File: config.mk
export PLATFORM = sky130hd
export DESIGN_NAME = ecdsa_sign_small_curve
export DESIGN_NICKNAME = d
export VERILOG_FILES = /design/src/hdl/ecsm_pkg.sv /design/src/hdl/ecsm_rf.sv /design/src/hdl/ecsm_mul.sv /design/src/hdl/ecsm_div.sv /design/src/hdl/ecsm_seq.sv /design/src/hdl/ecsm_top_unused_guard.sv /design/src/hdl/ecdsa_sign_small_curve.sv
export SDC_FILE = /design/constraint.sdc
export NUM_CORES = 2
export LEC_CHECK = 0
export ABC_CLOCK_PERIOD_IN_PS = 8400
export BUFFER_PORTS_ARGS = -buffer_cell sky130_fd_sc_hd__buf_4
export CORE_MARGIN = 2
export CORE_UTILIZATION = 63
export DETAILED_ROUTE_END_ITERATION = 16
export PLACE_DENSITY = 0.81
export RECOVER_POWER = 25
export SLEW_MARGIN = 25
export SYNTH_ARGS = -nofsm -noshare
export SYNTH_HDL_FRONTEND = slang
export SYNTH_SLANG_ARGS = --single-unit
File: constraint.sdc
create_clock -name clk -period 8.4 [get_ports clk]
set_input_delay 0.42 -clock clk [delete_from_list [all_inputs] [get_ports clk]]
set_output_delay 0.42 -clock clk [all_outputs]
set_load 0.05 [all_outputs]
File: src/hdl/ecsm_pkg.sv
`timescale 1ns / 1ps
// Shared types, codes and the control program of the small-curve signer.
// No dependencies; every other file imports this package.
package ecsm_pkg;

	localparam int FIELD_BITS_DEF = 16;
	localparam int IO_W           = 16;
	localparam int CFG_IW         = 2;

	// configuration register indexes
	localparam logic [CFG_IW-1:0] CFG_CURVE_A     = 2'd0;
	localparam logic [CFG_IW-1:0] CFG_FIELD_PRIME = 2'd1;
	localparam logic [CFG_IW-1:0] CFG_GROUP_ORDER = 2'd2;

	typedef struct packed {
		logic [IO_W-1:0] point_x;
		logic [IO_W-1:0] point_y;
		logic [IO_W-1:0] private_key;
		logic [IO_W-1:0] message;
		logic [IO_W-1:0] nonce;
	} in_req_t;

	typedef struct packed {
		logic [IO_W-1:0] sig_r;
		logic [IO_W-1:0] sig_s;
	} out_rsp_t;

	// micro-operations
	localparam logic [4:0] OP_NOP  = 5'd0;
	localparam logic [4:0] OP_LDI  = 5'd1;
	localparam logic [4:0] OP_LDK  = 5'd2;
	localparam logic [4:0] OP_ADD  = 5'd3;
	localparam logic [4:0] OP_SUB  = 5'd4;
	localparam logic [4:0] OP_MUL  = 5'd5;
	localparam logic [4:0] OP_MOD  = 5'd6;
	localparam logic [4:0] OP_INV  = 5'd7;
	localparam logic [4:0] OP_MOV  = 5'd8;
	localparam logic [4:0] OP_SETAI = 5'd9;
	localparam logic [4:0] OP_SETRI = 5'd10;
	localparam logic [4:0] OP_CPRI = 5'd11;
	localparam logic [4:0] OP_CCLR = 5'd12;
	localparam logic [4:0] OP_CINC = 5'd13;
	localparam logic [4:0] OP_LDA  = 5'd14;
	localparam logic [4:0] OP_QM1  = 5'd15;
	localparam logic [4:0] OP_DONE = 5'd16;

	// jump conditions
	localparam logic [3:0] C_NONE    = 4'd0;
	localparam logic [3:0] C_ALW     = 4'd1;
	localparam logic [3:0] C_BIT0    = 4'd2;
	localparam logic [3:0] C_AINF    = 4'd3;
	localparam logic [3:0] C_RINF    = 4'd4;
	localparam logic [3:0] C_NE      = 4'd5;
	localparam logic [3:0] C_EQZ     = 4'd6;
	localparam logic [3:0] C_NOTLAST = 4'd7;
	localparam logic [3:0] C_BADMOD  = 4'd8;

	// modulus select
	localparam logic MS_P = 1'b0;
	localparam logic MS_Q = 1'b1;

	// input field select for OP_LDI
	localparam logic [3:0] IN_X     = 4'd0;
	localparam logic [3:0] IN_Y     = 4'd1;
	localparam logic [3:0] IN_KEY   = 4'd2;
	localparam logic [3:0] IN_MSG   = 4'd3;
	localparam logic [3:0] IN_NONCE = 4'd4;

	// register file slots
	localparam logic [3:0] R_AX   = 4'd0;
	localparam logic [3:0] R_AY   = 4'd1;
	localparam logic [3:0] R_RX   = 4'd2;
	localparam logic [3:0] R_RY   = 4'd3;
	localparam logic [3:0] R_K    = 4'd4;
	localparam logic [3:0] R_KEY  = 4'd5;
	localparam logic [3:0] R_MSG  = 4'd6;
	localparam logic [3:0] R_CA   = 4'd7;
	localparam logic [3:0] R_T0   = 4'd8;
	localparam logic [3:0] R_T1   = 4'd9;
	localparam logic [3:0] R_T2   = 4'd10;
	localparam logic [3:0] R_SL   = 4'd11;
	localparam logic [3:0] R_H    = 4'd12;
	localparam logic [3:0] R_R    = 4'd13;
	localparam logic [3:0] R_S    = 4'd14;
	localparam logic [3:0] R_BASE = 4'd15;
	localparam int RF_AW = 4;

	localparam int UC_AW = 7;
	localparam logic [UC_AW-1:0] UC_LAST = 7'd84;

	// program labels
	localparam logic [UC_AW-1:0] L_LOOP  = 7'd14;
	localparam logic [UC_AW-1:0] L_GEN   = 7'd30;
	localparam logic [UC_AW-1:0] L_AFIN  = 7'd37;
	localparam logic [UC_AW-1:0] L_COPY  = 7'd42;
	localparam logic [UC_AW-1:0] L_ASI   = 7'd45;
	localparam logic [UC_AW-1:0] L_DBL   = 7'd46;
	localparam logic [UC_AW-1:0] L_RSI   = 7'd62;
	localparam logic [UC_AW-1:0] L_NEXT  = 7'd63;
	localparam logic [UC_AW-1:0] L_RINF  = 7'd67;
	localparam logic [UC_AW-1:0] L_HASH  = 7'd68;
	localparam logic [UC_AW-1:0] L_PW    = 7'd72;
	localparam logic [UC_AW-1:0] L_SQ    = 7'd74;
	localparam logic [UC_AW-1:0] L_ZERO  = 7'd82;

	typedef struct packed {
		logic [4:0]       op;
		logic [3:0]       dst;
		logic [3:0]       sa;
		logic [3:0]       sb;
		logic             msel;
		logic [3:0]       cond;
		logic [UC_AW-1:0] tgt;
	} uc_t;

	function automatic uc_t mk(input logic [4:0] op, input logic [3:0] dst,
		input logic [3:0] sa, input logic [3:0] sb, input logic msel,
		input logic [3:0] cond, input logic [UC_AW-1:0] tgt);
		uc_t w;
		w.op = op; w.dst = dst; w.sa = sa; w.sb = sb;
		w.msel = msel; w.cond = cond; w.tgt = tgt;
		return w;
	endfunction

	localparam logic [UC_AW-1:0] NT = '0;

	function automatic uc_t ucode(input logic [UC_AW-1:0] pc);
		uc_t w;
		case (pc)
			// setup
			7'd0:  w = mk(OP_NOP, R_T0, R_T0, R_T0, MS_P, C_BADMOD, L_ZERO);
			7'd1:  w = mk(OP_LDI, R_RX, IN_X, R_T0, MS_P, C_NONE, NT);
			7'd2:  w = mk(OP_MOD, R_RX, R_RX, R_RX, MS_P, C_NONE, NT);
			7'd3:  w = mk(OP_LDI, R_RY, IN_Y, R_T0, MS_P, C_NONE, NT);
			7'd4:  w = mk(OP_MOD, R_RY, R_RY, R_RY, MS_P, C_NONE, NT);
			7'd5:  w = mk(OP_LDI, R_K, IN_NONCE, R_T0, MS_P, C_NONE, NT);
			7'd6:  w = mk(OP_LDI, R_KEY, IN_KEY, R_T0, MS_P, C_NONE, NT);
			7'd7:  w = mk(OP_MOD, R_KEY, R_KEY, R_KEY, MS_Q, C_NONE, NT);
			7'd8:  w = mk(OP_LDI, R_MSG, IN_MSG, R_T0, MS_P, C_NONE, NT);
			7'd9:  w = mk(OP_LDA, R_CA, R_T0, R_T0, MS_P, C_NONE, NT);
			7'd10: w = mk(OP_MOD, R_CA, R_CA, R_CA, MS_P, C_NONE, NT);
			7'd11: w = mk(OP_SETAI, R_T0, 4'd1, R_T0, MS_P, C_NONE, NT);
			7'd12: w = mk(OP_SETRI, R_T0, 4'd0, R_T0, MS_P, C_NONE, NT);
			7'd13: w = mk(OP_CCLR, R_T0, R_T0, R_T0, MS_P, C_NONE, NT);
			// scalar loop: acc += run when the nonce bit is set
			7'd14: w = mk(OP_NOP, R_T0, R_K, R_T0, MS_P, C_BIT0, L_DBL);
			7'd15: w = mk(OP_NOP, R_T0, R_T0, R_T0, MS_P, C_AINF, L_COPY);
			7'd16: w = mk(OP_NOP, R_T0, R_T0, R_T0, MS_P, C_RINF, L_DBL);
			7'd17: w = mk(OP_NOP, R_T0, R_AX, R_RX, MS_P, C_NE, L_GEN);
			7'd18: w = mk(OP_NOP, R_T0, R_AY, R_RY, MS_P, C_NE, L_ASI);
			7'd19: w = mk(OP_ADD, R_T0, R_AY, R_AY, MS_P, C_NONE, NT);
			7'd20: w = mk(OP_NOP, R_T0, R_T0, R_T0, MS_P, C_EQZ, L_ASI);
			7'd21: w = mk(OP_MUL, R_T1, R_AX, R_AX, MS_P, C_NONE, NT);
			7'd22: w = mk(OP_ADD, R_T2, R_T1, R_T1, MS_P, C_NONE, NT);
			7'd23: w = mk(OP_ADD, R_T1, R_T2, R_T1, MS_P, C_NONE, NT);
			7'd24: w = mk(OP_ADD, R_T1, R_T1, R_CA, MS_P, C_NONE, NT);
			7'd25: w = mk(OP_INV, R_T0, R_T0, R_T0, MS_P, C_NONE, NT);
			7'd26: w = mk(OP_MUL, R_SL, R_T1, R_T0, MS_P, C_NONE, NT);
			7'd27: w = mk(OP_MUL, R_T1, R_SL, R_SL, MS_P, C_NONE, NT);
			7'd28: w = mk(OP_ADD, R_T2, R_AX, R_AX, MS_P, C_NONE, NT);
			7'd29: w = mk(OP_SUB, R_T2, R_T1, R_T2, MS_P, C_ALW, L_AFIN);
			7'd30: w = mk(OP_SUB, R_T0, R_RY, R_AY, MS_P, C_NONE, NT);
			7'd31: w = mk(OP_SUB, R_T1, R_RX, R_AX, MS_P, C_NONE, NT);
			7'd32: w = mk(OP_INV, R_T1, R_T1, R_T1, MS_P, C_NONE, NT);
			7'd33: w = mk(OP_MUL, R_SL, R_T0, R_T1, MS_P, C_NONE, NT);
			7'd34: w = mk(OP_MUL, R_T1, R_SL, R_SL, MS_P, C_NONE, NT);
			7'd35: w = mk(OP_SUB, R_T1, R_T1, R_AX, MS_P, C_NONE, NT);
			7'd36: w = mk(OP_SUB, R_T2, R_T1, R_RX, MS_P, C_NONE, NT);
			7'd37: w = mk(OP_SUB, R_T0, R_AX, R_T2, MS_P, C_NONE, NT);
			7'd38: w = mk(OP_MUL, R_T0, R_SL, R_T0, MS_P, C_NONE, NT);
			7'd39: w = mk(OP_SUB, R_AY, R_T0, R_AY, MS_P, C_NONE, NT);
			7'd40: w = mk(OP_MOV, R_AX, R_T2, R_T0, MS_P, C_NONE, NT);
			7'd41: w = mk(OP_SETAI, R_T0, 4'd0, R_T0, MS_P, C_ALW, L_DBL);
			7'd42: w = mk(OP_MOV, R_AX, R_RX, R_T0, MS_P, C_NONE, NT);
			7'd43: w = mk(OP_MOV, R_AY, R_RY, R_T0, MS_P, C_NONE, NT);
			7'd44: w = mk(OP_CPRI, R_T0, R_T0, R_T0, MS_P, C_ALW, L_DBL);
			7'd45: w = mk(OP_SETAI, R_T0, 4'd1, R_T0, MS_P, C_NONE, NT);
			// run = 2 * run
			7'd46: w = mk(OP_NOP, R_T0, R_T0, R_T0, MS_P, C_RINF, L_NEXT);
			7'd47: w = mk(OP_ADD, R_T0, R_RY, R_RY, MS_P, C_NONE, NT);
			7'd48: w = mk(OP_NOP, R_T0, R_T0, R_T0, MS_P, C_EQZ, L_RSI);
			7'd49: w = mk(OP_MUL, R_T1, R_RX, R_RX, MS_P, C_NONE, NT);
			7'd50: w = mk(OP_ADD, R_T2, R_T1, R_T1, MS_P, C_NONE, NT);
			7'd51: w = mk(OP_ADD, R_T1, R_T2, R_T1, MS_P, C_NONE, NT);
			7'd52: w = mk(OP_ADD, R_T1, R_T1, R_CA, MS_P, C_NONE, NT);
			7'd53: w = mk(OP_INV, R_T0, R_T0, R_T0, MS_P, C_NONE, NT);
			7'd54: w = mk(OP_MUL, R_SL, R_T1, R_T0, MS_P, C_NONE, NT);
			7'd55: w = mk(OP_MUL, R_T1, R_SL, R_SL, MS_P, C_NONE, NT);
			7'd56: w = mk(OP_ADD, R_T2, R_RX, R_RX, MS_P, C_NONE, NT);
			7'd57: w = mk(OP_SUB, R_T2, R_T1, R_T2, MS_P, C_NONE, NT);
			7'd58: w = mk(OP_SUB, R_T0, R_RX, R_T2, MS_P, C_NONE, NT);
			7'd59: w = mk(OP_MUL, R_T0, R_SL, R_T0, MS_P, C_NONE, NT);
			7'd60: w = mk(OP_SUB, R_RY, R_T0, R_RY, MS_P, C_NONE, NT);
			7'd61: w = mk(OP_MOV, R_RX, R_T2, R_T0, MS_P, C_ALW, L_NEXT);
			7'd62: w = mk(OP_SETRI, R_T0, 4'd1, R_T0, MS_P, C_NONE, NT);
			7'd63: w = mk(OP_CINC, R_T0, R_T0, R_T0, MS_P, C_NOTLAST, L_LOOP);
			// signature r
			7'd64: w = mk(OP_NOP, R_T0, R_T0, R_T0, MS_Q, C_AINF, L_RINF);
			7'd65: w = mk(OP_MOV, R_R, R_AX, R_T0, MS_Q, C_NONE, NT);
			7'd66: w = mk(OP_MOD, R_R, R_R, R_R, MS_Q, C_ALW, L_HASH);
			7'd67: w = mk(OP_QM1, R_R, R_T0, R_T0, MS_Q, C_NONE, NT);
			// hash = 2^message mod q
			7'd68: w = mk(OP_LDK, R_H, 4'd1, R_T0, MS_Q, C_NONE, NT);
			7'd69: w = mk(OP_MOD, R_H, R_H, R_H, MS_Q, C_NONE, NT);
			7'd70: w = mk(OP_ADD, R_BASE, R_H, R_H, MS_Q, C_NONE, NT);
			7'd71: w = mk(OP_CCLR, R_T0, R_T0, R_T0, MS_Q, C_NONE, NT);
			7'd72: w = mk(OP_NOP, R_T0, R_MSG, R_T0, MS_Q, C_BIT0, L_SQ);
			7'd73: w = mk(OP_MUL, R_H, R_H, R_BASE, MS_Q, C_NONE, NT);
			7'd74: w = mk(OP_MUL, R_BASE, R_BASE, R_BASE, MS_Q, C_NONE, NT);
			7'd75: w = mk(OP_CINC, R_T0, R_T0, R_T0, MS_Q, C_NOTLAST, L_PW);
			// signature s
			7'd76: w = mk(OP_MUL, R_T0, R_KEY, R_R, MS_Q, C_NONE, NT);
			7'd77: w = mk(OP_ADD, R_T0, R_H, R_T0, MS_Q, C_NONE, NT);
			7'd78: w = mk(OP_MOD, R_T1, R_K, R_K, MS_Q, C_NONE, NT);
			7'd79: w = mk(OP_INV, R_T1, R_T1, R_T1, MS_Q, C_NONE, NT);
			7'd80: w = mk(OP_MUL, R_S, R_T1, R_T0, MS_Q, C_NONE, NT);
			7'd81: w = mk(OP_DONE, R_T0, R_R, R_S, MS_Q, C_NONE, NT);
			// zero modulus
			7'd82: w = mk(OP_LDK, R_R, 4'd0, R_T0, MS_Q, C_NONE, NT);
			7'd83: w = mk(OP_LDK, R_S, 4'd0, R_T0, MS_Q, C_NONE, NT);
			7'd84: w = mk(OP_DONE, R_T0, R_R, R_S, MS_Q, C_NONE, NT);
			default: w = mk(OP_DONE, R_T0, R_R, R_S, MS_Q, C_NONE, NT);
		endcase
		return w;
	endfunction

endpackage

File: src/hdl/ecsm_rf.sv
`timescale 1ns / 1ps
// Working register file: one write port, two registered read ports.
// Depends on ecsm_pkg for the address width.
module ecsm_rf #(
	parameter int W = ecsm_pkg::FIELD_BITS_DEF
) (
	input  logic                       clk,
	input  logic [ecsm_pkg::RF_AW-1:0] ra,
	input  logic [ecsm_pkg::RF_AW-1:0] rb,
	input  logic                       we,
	input  logic [ecsm_pkg::RF_AW-1:0] wa,
	input  logic [W-1:0]               wd,
	output logic [W-1:0]               rda,
	output logic [W-1:0]               rdb
);
	import ecsm_pkg::*;

	logic [W-1:0] mem [2**RF_AW];
	logic [W-1:0] rda_q, rdb_q;

	always_ff @(posedge clk) begin
		if (we) begin
			mem[wa] <= wd;
		end
		rda_q <= mem[ra];
		rdb_q <= mem[rb];
	end

	assign rda = rda_q;
	assign rdb = rdb_q;
endmodule

File: src/hdl/ecsm_mul.sv
`timescale 1ns / 1ps
// Bit-serial modular multiplier, one operand bit per cycle.
// Depends on ecsm_pkg; operands must be reduced below the modulus.
module ecsm_mul #(
	parameter int W = ecsm_pkg::FIELD_BITS_DEF
) (
	input  logic         clk,
	input  logic         arst_n,
	input  logic         start,
	input  logic [W-1:0] a,
	input  logic [W-1:0] b,
	input  logic [W-1:0] m,
	output logic         done,
	output logic [W-1:0] prod
);
	import ecsm_pkg::*;

	localparam int CW = $clog2(W);
	localparam logic [CW-1:0] LAST = CW'(W - 1);

	logic          busy_q, done_q;
	logic [CW-1:0] cnt_q;
	logic [W-1:0]  acc_q, u_q, v_q, m_q;
	logic [W-1:0]  acc_n, dbl_n;

	function automatic logic [W-1:0] addm(input logic [W-1:0] x, input logic [W-1:0] y,
		input logic [W-1:0] md);
		logic [W:0] s;
		s = {1'b0, x} + {1'b0, y};
		if (s >= {1'b0, md}) begin
			s = s - {1'b0, md};
		end
		return s[W-1:0];
	endfunction

	assign acc_n = v_q[0] ? addm(acc_q, u_q, m_q) : acc_q;
	assign dbl_n = addm(u_q, u_q, m_q);

	always_ff @(posedge clk or negedge arst_n) begin
		if (!arst_n) begin
			busy_q <= 1'b0;
			done_q <= 1'b0;
			cnt_q  <= '0;
		end else begin
			done_q <= 1'b0;
			if (start) begin
				busy_q <= 1'b1;
				cnt_q  <= '0;
			end else if (busy_q) begin
				cnt_q <= cnt_q + 1'b1;
				if (cnt_q == LAST) begin
					busy_q <= 1'b0;
					done_q <= 1'b1;
				end
			end
		end
	end

	always_ff @(posedge clk) begin
		if (start) begin
			acc_q <= '0;
			u_q   <= a;
			v_q   <= b;
			m_q   <= m;
		end else if (busy_q) begin
			acc_q <= acc_n;
			u_q   <= dbl_n;
			v_q   <= v_q >> 1;
		end
	end

	assign done = done_q;
	assign prod = acc_q;
endmodule

File: src/hdl/ecsm_div.sv
`timescale 1ns / 1ps
// Shift-subtract divider: a single remainder, or the extended-Euclid inverse
// with the Bezout coefficient tracked during each quotient. Depends on ecsm_pkg.
module ecsm_div #(
	parameter int W = ecsm_pkg::FIELD_BITS_DEF
) (
	input  logic         clk,
	input  logic         arst_n,
	input  logic         start,
	input  logic         inv_mode,
	input  logic [W-1:0] a,
	input  logic [W-1:0] m,
	output logic         done,
	output logic [W-1:0] res
);
	import ecsm_pkg::*;

	localparam int CW = $clog2(W);
	localparam int SW = W + 2;
	localparam logic [1:0] D_IDLE = 2'd0;
	localparam logic [1:0] D_CHK  = 2'd1;
	localparam logic [1:0] D_DIV  = 2'd2;
	localparam logic [1:0] D_FIN  = 2'd3;

	logic [1:0]           st_q;
	logic                 inv_q, done_q;
	logic [W-1:0]         m_q, r0_q, r1_q, rem_q, num_q, res_q;
	logic signed [SW-1:0] s0_q, s1_q, t_q;
	logic [CW-1:0]        j_q;

	logic [W:0]           rr;
	logic                 ge;
	logic [W-1:0]         rem_n;
	logic signed [SW-1:0] t_n;
	logic [SW-1:0]        mag, red;
	logic [W-1:0]         fin_res;

	assign rr    = {rem_q, num_q[W-1]};
	assign ge    = rr >= {1'b0, r1_q};
	assign rem_n = ge ? W'(rr - {1'b0, r1_q}) : W'(rr);
	assign t_n   = ge ? t_q - (s1_q <<< j_q) : t_q;

	always_comb begin
		mag = s0_q[SW-1] ? SW'(-s0_q) : SW'(s0_q);
		red = (mag >= SW'(m_q)) ? mag - SW'(m_q) : mag;
		if (!s0_q[SW-1]) begin
			fin_res = W'(red);
		end else begin
			fin_res = (red == '0) ? '0 : m_q - W'(red);
		end
	end

	always_ff @(posedge clk or negedge arst_n) begin
		if (!arst_n) begin
			st_q   <= D_IDLE;
			done_q <= 1'b0;
		end else begin
			done_q <= 1'b0;
			case (st_q)
				D_IDLE: begin
					if (start) begin
						st_q <= D_CHK;
					end
				end
				D_CHK: begin
					st_q <= (r1_q == '0) ? D_FIN : D_DIV;
				end
				D_DIV: begin
					if (j_q == '0) begin
						if (inv_q) begin
							st_q <= D_CHK;
						end else begin
							st_q   <= D_IDLE;
							done_q <= 1'b1;
						end
					end
				end
				D_FIN: begin
					st_q   <= D_IDLE;
					done_q <= 1'b1;
				end
				default: st_q <= D_IDLE;
			endcase
		end
	end

	always_ff @(posedge clk) begin
		case (st_q)
			D_IDLE: begin
				if (start) begin
					inv_q <= inv_mode;
					m_q   <= m;
					r0_q  <= a;
					r1_q  <= m;
					s0_q  <= SW'(1);
					s1_q  <= '0;
				end
			end
			D_CHK: begin
				rem_q <= '0;
				num_q <= r0_q;
				t_q   <= s0_q;
				j_q   <= CW'(W - 1);
			end
			D_DIV: begin
				rem_q <= rem_n;
				num_q <= num_q << 1;
				t_q   <= t_n;
				j_q   <= j_q - 1'b1;
				if (j_q == '0) begin
					r0_q  <= r1_q;
					r1_q  <= rem_n;
					s0_q  <= s1_q;
					s1_q  <= t_n;
					res_q <= rem_n;
				end
			end
			D_FIN: begin
				res_q <= fin_res;
			end
			default: ;
		endcase
	end

	assign done = done_q;
	assign res  = res_q;
endmodule

File: src/hdl/ecsm_seq.sv
`timescale 1ns / 1ps
// Control-word sequencer: program counter, loop counter and jump logic.
// Depends on ecsm_pkg for the control program and codes.
module ecsm_seq #(
	parameter int W = ecsm_pkg::FIELD_BITS_DEF
) (
	input  logic                       clk,
	input  logic                       arst_n,
	input  logic                       restart,
	input  logic                       retire,
	input  logic                       flag_a,
	input  logic                       flag_r,
	input  logic                       bad_mod,
	input  logic [W-1:0]               rd_a,
	input  logic [W-1:0]               rd_b,
	output ecsm_pkg::uc_t              uw,
	output logic [ecsm_pkg::UC_AW-1:0] pc
);
	import ecsm_pkg::*;

	localparam int CW = $clog2(W);
	localparam logic [CW-1:0] LAST = CW'(W - 1);

	logic [UC_AW-1:0] pc_q;
	logic [CW-1:0]    cnt_q;
	logic             take;

	assign uw = ucode(pc_q);
	assign pc = pc_q;

	always_comb begin
		case (uw.cond)
			C_NONE:    take = 1'b0;
			C_ALW:     take = 1'b1;
			C_BIT0:    take = !rd_a[cnt_q];
			C_AINF:    take = flag_a;
			C_RINF:    take = flag_r;
			C_NE:      take = rd_a != rd_b;
			C_EQZ:     take = rd_a == '0;
			C_NOTLAST: take = cnt_q != LAST;
			C_BADMOD:  take = bad_mod;
			default:   take = 1'b0;
		endcase
	end

	// hold the final step until the next restart
	always_ff @(posedge clk or negedge arst_n) begin
		if (!arst_n) begin
			pc_q  <= '0;
			cnt_q <= '0;
		end else if (restart) begin
			pc_q <= '0;
		end else if (retire) begin
			pc_q <= take ? uw.tgt : ((uw.op == OP_DONE) ? pc_q : pc_q + 1'b1);
			if (uw.op == OP_CCLR) begin
				cnt_q <= '0;
			end else if (uw.op == OP_CINC) begin
				cnt_q <= cnt_q + 1'b1;
			end
		end
	end
endmodule

File: src/hdl/ecsm_top_unused_guard.sv
`timescale 1ns / 1ps
// Modular add and subtract unit for reduced operands.
// Depends on ecsm_pkg for the operation codes.
module ecsm_alu #(
	parameter int W = ecsm_pkg::FIELD_BITS_DEF
) (
	input  logic [4:0]   op,
	input  logic [W-1:0] a,
	input  logic [W-1:0] b,
	input  logic [W-1:0] m,
	output logic [W-1:0] y
);
	import ecsm_pkg::*;

	logic [W:0] s;

	always_comb begin
		s = {1'b0, a} + {1'b0, b};
		if (op == OP_SUB) begin
			y = (a >= b) ? a - b : a + (m - b);
		end else begin
			y = (s >= {1'b0, m}) ? W'(s - {1'b0, m}) : W'(s);
		end
	end
endmodule

File: src/hdl/ecdsa_sign_small_curve.sv
`timescale 1ns / 1ps
// Top level of the small-curve signer; sequencer, register file, ALU,
// multiplier and divider below it. Depends on ecsm_pkg.
//
// Usage:
//  - Request channel in_valid/in_stall/in_req carries base point, key, message
//    and nonce. A request is taken when in_valid is high and in_stall is low;
//    in_stall stays high while a signature is being computed.
//  - Response channel out_valid/out_stall/out_rsp carries sig_r and sig_s. The
//    response sits in an output register, so the next request is taken while
//    it still waits; the program holds at its final step only if a second
//    result is ready before the first one left.
//  - Configuration: cfg_we writes cfg_data into register cfg_index
//    (0 curve_a, 1 field_prime, 2 group_order); write only while idle.
//  - Operation: one request runs one control program. Each step reads, then
//    executes; a modular multiply waits on the bit-serial multiplier, a
//    remainder or an inverse on the divider, an inverse running one Euclid
//    quotient after another with the coefficient tracked alongside.
//  - One request at a time; the next is taken only after the program ends.
//  - Reset clears control state and loads curve_a=1, field_prime=11,
//    group_order=13; no clearing pass is needed.
module ecdsa_sign_small_curve #(
	parameter int FIELD_BITS = ecsm_pkg::FIELD_BITS_DEF
) (
	input  logic                        clk,
	input  logic                        arst_n,
	input  logic                        in_valid,
	output logic                        in_stall,
	input  ecsm_pkg::in_req_t           in_req,
	output logic                        out_valid,
	input  logic                        out_stall,
	output ecsm_pkg::out_rsp_t          out_rsp,
	input  logic                        cfg_we,
	input  logic [ecsm_pkg::CFG_IW-1:0] cfg_index,
	input  logic [ecsm_pkg::IO_W-1:0]   cfg_data
);
	import ecsm_pkg::*;

	localparam int W = FIELD_BITS;

	localparam logic [1:0] ST_IDLE  = 2'd0;
	localparam logic [1:0] ST_FETCH = 2'd1;
	localparam logic [1:0] ST_EXEC  = 2'd2;
	localparam logic [1:0] ST_WAIT  = 2'd3;

	logic [1:0]       state_q;
	in_req_t          req_q;
	out_rsp_t         rsp_q;
	logic             out_valid_q;
	logic             acc_inf_q, run_inf_q;
	logic [W-1:0]     curve_a_q, prime_q, order_q;

	uc_t              uw;
	logic [UC_AW-1:0] pc;
	logic [W-1:0]     rd_a, rd_b, modulus, alu_y, mul_res, div_res, wd;
	logic             mul_done, div_done, multi, is_exec, done_op, done_hold;
	logic             retire, we, start_mul, start_div, accept, bad_mod;

	assign accept   = in_valid && (state_q == ST_IDLE);
	assign in_stall = state_q != ST_IDLE;
	assign is_exec  = state_q == ST_EXEC;
	assign multi    = (uw.op == OP_MUL) || (uw.op == OP_MOD) || (uw.op == OP_INV);
	assign done_op  = uw.op == OP_DONE;
	// hold the final step while the previous response is still stalled
	assign done_hold = done_op && out_valid_q && out_stall;
	assign retire   = (is_exec && !multi && !done_hold)
		|| ((state_q == ST_WAIT) && (mul_done || div_done));
	assign start_mul = is_exec && (uw.op == OP_MUL);
	assign start_div = is_exec && ((uw.op == OP_MOD) || (uw.op == OP_INV));
	assign modulus  = (uw.msel == MS_Q) ? order_q : prime_q;
	assign bad_mod  = (prime_q == '0) || (order_q == '0);

	ecsm_seq #(.W(W)) u_seq (
		.clk     (clk),
		.arst_n  (arst_n),
		.restart (accept),
		.retire  (retire),
		.flag_a  (acc_inf_q),
		.flag_r  (run_inf_q),
		.bad_mod (bad_mod),
		.rd_a    (rd_a),
		.rd_b    (rd_b),
		.uw      (uw),
		.pc      (pc)
	);

	ecsm_rf #(.W(W)) u_rf (
		.clk (clk),
		.ra  (uw.sa),
		.rb  (uw.sb),
		.we  (we),
		.wa  (uw.dst),
		.wd  (wd),
		.rda (rd_a),
		.rdb (rd_b)
	);

	ecsm_alu #(.W(W)) u_alu (
		.op (uw.op),
		.a  (rd_a),
		.b  (rd_b),
		.m  (modulus),
		.y  (alu_y)
	);

	ecsm_mul #(.W(W)) u_mul (
		.clk    (clk),
		.arst_n (arst_n),
		.start  (start_mul),
		.a      (rd_a),
		.b      (rd_b),
		.m      (modulus),
		.done   (mul_done),
		.prod   (mul_res)
	);

	ecsm_div #(.W(W)) u_div (
		.clk      (clk),
		.arst_n   (arst_n),
		.start    (start_div),
		.inv_mode (uw.op == OP_INV),
		.a        (rd_a),
		.m        (modulus),
		.done     (div_done),
		.res      (div_res)
	);

	// write-back select
	always_comb begin
		case (uw.op)
			OP_ADD, OP_SUB: wd = alu_y;
			OP_MUL:         wd = mul_res;
			OP_MOD, OP_INV: wd = div_res;
			OP_MOV:         wd = rd_a;
			OP_LDA:         wd = curve_a_q;
			OP_QM1:         wd = order_q - 1'b1;
			OP_LDK:         wd = W'(uw.sa);
			OP_LDI: begin
				case (uw.sa)
					IN_X:    wd = W'(req_q.point_x);
					IN_Y:    wd = W'(req_q.point_y);
					IN_KEY:  wd = W'(req_q.private_key);
					IN_MSG:  wd = W'(req_q.message);
					default: wd = W'(req_q.nonce);
				endcase
			end
			default:        wd = rd_a;
		endcase
	end

	assign we = retire && (uw.op inside {OP_ADD, OP_SUB, OP_MUL, OP_MOD, OP_INV,
		OP_MOV, OP_LDA, OP_QM1, OP_LDK, OP_LDI});

	// configuration registers
	always_ff @(posedge clk or negedge arst_n) begin
		if (!arst_n) begin
			curve_a_q <= W'(1);
			prime_q   <= W'(11);
			order_q   <= W'(13);
		end else if (cfg_we) begin
			case (cfg_index)
				CFG_CURVE_A:     curve_a_q <= W'(cfg_data);
				CFG_FIELD_PRIME: prime_q   <= W'(cfg_data);
				CFG_GROUP_ORDER: order_q   <= W'(cfg_data);
				default: ;
			endcase
		end
	end

	// step control: idle -> read -> execute (-> wait on a unit) -> next step
	always_ff @(posedge clk or negedge arst_n) begin
		if (!arst_n) begin
			state_q     <= ST_IDLE;
			out_valid_q <= 1'b0;
			acc_inf_q   <= 1'b0;
			run_inf_q   <= 1'b0;
		end else begin
			// keep a stalled response, raise a new one on the final step
			out_valid_q <= (out_valid_q && out_stall) || (retire && done_op);
			case (state_q)
				ST_IDLE:  if (accept) state_q <= ST_FETCH;
				ST_FETCH: state_q <= ST_EXEC;
				ST_EXEC: begin
					if (multi) begin
						state_q <= ST_WAIT;
					end else if (retire) begin
						state_q <= done_op ? ST_IDLE : ST_FETCH;
					end
				end
				ST_WAIT:  if (retire) state_q <= ST_FETCH;
				default:  state_q <= ST_IDLE;
			endcase
			if (retire) begin
				case (uw.op)
					OP_SETAI: acc_inf_q <= uw.sa[0];
					OP_SETRI: run_inf_q <= uw.sa[0];
					OP_CPRI:  acc_inf_q <= run_inf_q;
					default: ;
				endcase
			end
		end
	end

	// payload registers
	always_ff @(posedge clk) begin
		if (accept) begin
			req_q <= in_req;
		end
		if (retire && done_op) begin
			rsp_q.sig_r <= IO_W'(rd_a);
			rsp_q.sig_s <= IO_W'(rd_b);
		end
	end

	assign out_valid = out_valid_q;
	assign out_rsp   = rsp_q;

`ifndef SYNTHESIS
	a_unit_done_in_wait: assert property (@(posedge clk) disable iff (!arst_n)
		(mul_done || div_done) |-> state_q == ST_WAIT)
		else $error("arithmetic unit finished outside a wait step");
	a_pc_in_program: assert property (@(posedge clk) disable iff (!arst_n)
		pc <= UC_LAST)
		else $error("program counter left the control program");
	a_rsp_from_done: assert property (@(posedge clk) disable iff (!arst_n)
		$rose(out_valid_q) |-> $past(is_exec) && $past(done_op))
		else $error("response raised without a final program step");
`endif
endmodule
==> results.md <==
- TNS Setup: 0 ns
- CTS tree: yes
- Setup bufs post-CTS: 0
- Yosys reg bits: 692
- Critical path buffer and inverter count: 1
- Worst-margin pin slew: 4.64 ns
- Max-slew violations: 270
- Net Count, Synth: about 4.2k
- Synth Warn #: 0
- Rel. slew slack: -209%
- Global Route Usage Sum: 36.8%
- R2R Path End: u_div.res[15]
- CP cell instances: or4_1 > or3_1 > o31ai_1 > xor2_1 > inv_1 > ha_1 > nand3_1 > or2_2 > o311ai_0 > nor4_2 > mux2i_1 > ha_1 > a21o_1 > nor2_1 > a211oi_1 > o31ai_1 > a211oi_1 > a211oi_2 > o2111a_1 > a2111oi_4 > maj3_1 > mux2i_1 > a2111oi_4 > o211ai_1
- Global-route wire length before repair: 195 mm
- # IOs: approximately 140
- Die Area: ~69,000 um^2
- WL/cell: 25.8 um
- Tmin final: a little over 7 ns
- Routability cong.: 0.997
- Area grow syn2layout: 13.4%
- IO Port Bufs: approximately 140
- Delay-heaviest family, CP: compound AO/OA/AOI/OAI gates
- Worst-Skew Late Latency: 0.68 ns
- Area share of the largest cell type after synthesis: 40.8%
- RSZ-0062 raised after global routing: no
- Share of layout cells above drive strength 1: 13.4%
- Ys async rst share: roughly a tenth
- Final ANT Viol Nets: 0
- Status: finished, violations left
- Num CTS Buffers: 74
- Flop2flop setup slack: 1.17 ns
- Drt initial violations: 4,515
- Vias in the first global route: 33.0k
- Finished Cell Area: 47,700 um^2
- Die H: roughly 260 um
- Num Clock Sinks: slightly below 700
- Register area share after synthesis: between 40% and 50%
- # resized after CTS: 0
- GR Overflow Total: 0
- Placed inst area: 44,200 um^2
- Initial antenna violation count: 6
- Largest net degree at the start of global routing: 88
- Timing-limited maximum frequency: 138 MHz
- CORE AREA: 65,900 um^2
- Reg2reg start: u_div.s0_q[9]
- Kind of end point of the critical path: flip-flop
- Post-CTS Hold Buffers: 82
- Worst path max stage delay: roughly 0.89 ns
- Final hold vios: 0
- Max-Cap Viols: 4
- Crit start category: flip-flop
- Crit path max-delay cell type: o311ai_0
- Worst Hold Class: input port to flip-flop
- Largest area contributor in the netlist: edfxtp_1
- Unique masters post-synth: 94
- Die X-Extent: 262 um
- Hold path start: cfg_data[4]
- Violations in the final reports: max-capacitance violations, max-slew violations
- Num rows: 94
- H-tree depth: 3
- Synthesized cell area: 42,000 um^2
- CP required: 8.80 ns
- Root Buffer: clkbuf_16
- Worst hold endpoint: order_q[4]
- CP Class: flip-flop to flip-flop
- Drt total wl: 129 mm
- Initial core utilization: roughly 64%
- Vias per cell: 6.75
- FF-to-FF path depth: 24
- Via count: 33.7k
- Post-place setup slack: 1.27 ns
- CP arrival: roughly 7.6 ns
- Worst-path clk slew: 0.06 ns
- Worst Skew: 0.0508 ns
- Post-DP HPWL: 86.0 mm
- DR pass1 iterations: 8
- Avg Cell Area, Syn: roughly 11 um^2
- Drt drc: 0
- Period utilization: 86.0%
- Worst hold path depth: 2
- Final worst slack: 1.17 ns
- Most used DFF post-synth: edfxtp_1
- Clock Path Buffers: 3
- EDFF count, synth: 571
- Synth area leaders: edfxtp_1 (41%), ha_1 (6.1%), mux4_2 (4.7%)
- Final net count: 4,406
- Count of final setup violators: 0
- Maximum fanout along the worst path: 6
- Gate Count Post-Synth: slightly below 4k
## Yosys cell counts (71+ instances only)
library cell,instances
ha_1,204
o21ai_0,246
inv_1,234
clkbuf_1,169
nand2_1,363
mux2i_1,176
nor2_1,271
edfxtp_1,571
a211oi_1,96
and2_1,71
mux4_2,87
mux2_2,89
xnor2_1,99
a21oi_1,329
## worst register-to-register path, delay by kind of cell, from the launching register on
family | cells | cell delay [ns]
AOI/OAI and AO/OA | 11 | 3.13
buffers and inverters | 1 | 0.08
adders and majority gates | 3 | 1.03
xor gates and xnor gates | 1 | 0.18
DFF | 1 | 0.48
and+or+nand+nor | 6 | 1.60
muxes | 2 | 0.51
## cells in the final DEF (no fill, tap or decap), types with 77 or more instances in the layout
| cell type | netlist | final |
|---|---|---|
| mux2_2 | 89 | 89 |
| o21ai_0 | 246 | 243 |
| edfxtp_1 | 571 | 571 |
| clkbuf_16 | 0 | 77 |
| buf_4 | 0 | 99 |
| mux2i_1 | 176 | 175 |
| nand2_1 | 363 | 362 |
| a211oi_1 | 96 | 96 |
| nor2_1 | 271 | 252 |
| inv_1 | 234 | 234 |
| dlygate4sd3_1 | 0 | 82 |
| ha_1 | 204 | 203 |
| xnor2_1 | 99 | 99 |
| mux4_2 | 87 | 87 |
| a21oi_1 | 329 | 327 |
## kinds of logic (layout without fill, tap and decap cells)
group / count (synthesis) / count (layout) / share of synthesized area (%)
buffers and inverters: 451 / 679 / 4.06
other: 0 / 1 / 0
adders and majority gates: 233 / 233 / 7.36
and+or+nand+nor: 974 / 974 / 10.7
DFF: 692 / 692 / 47.4
AOI/OAI and AO/OA: 1054 / 1054 / 16.0
xor gates and xnor gates: 148 / 148 / 3.08
muxes: 355 / 355 / 11.4
## area by class of cell
cell class	count	area [um^2]
fill	4507	18200
antenna	1	2.50
tap	864	1080
clock buffer	87	1990
timing repair buffer	304	2350
inverter	238	893
clock inverter	50	766
multi-input combinational	2764	20600
sequential	692	19900
## worst max-delay path by stage
stage / startpoint / endpoint / slack, ns / cells after the start
after global placement: u_div.s0_q[10] / u_div.res[15] / 1.33 / 24
after floorplan: u_div.s0_q[0] / u_div.res[15] / 1.51 / 24
after global routing: u_div.s0_q[0] / u_div.res[15] / 0.60 / 27
after CTS: u_div.s0_q[10] / u_div.res[14] / 1.23 / 24
after detailed placement: u_div.s0_q[10] / u_div.res[15] / 1.27 / 24
final: u_div.s0_q[9] / u_div.res[15] / 1.17 / 24
## per-stage QoR
step,hold slack (ns),util [%],std cells
after detailed placement,0.241,67.1,4778
after global routing,0.0397,72.4,4999
final,0.0439,72.4,5000
after CTS,0.0306,72.5,4997
after floorplan,0.124,-,3907
after global placement,0.239,67.1,4778
## per-layer routing
metal / vias to the layer above / routed length [um] / track usage (%)
met3: 463 / 15000 / 8.07
met2: 2303 / 59700 / 58.9
li1: 14905 / - / -
met4: 8 / 6990 / 18.1
met5: - / 57 / 0
met1: 16048 / 47300 / 47.7
## flip-flops by register name (all words and copies together) (netlist names), 18 cells and up
name	count
out_rsp	32
u_div.t_q	18
u_div.s0_q	18
u_div.s1_q	18
req_q	80
u_rf.mem	256
Power is not shown: default switching activity piles up to over one toggle a cycle in this logic, so the estimate is an artifact.
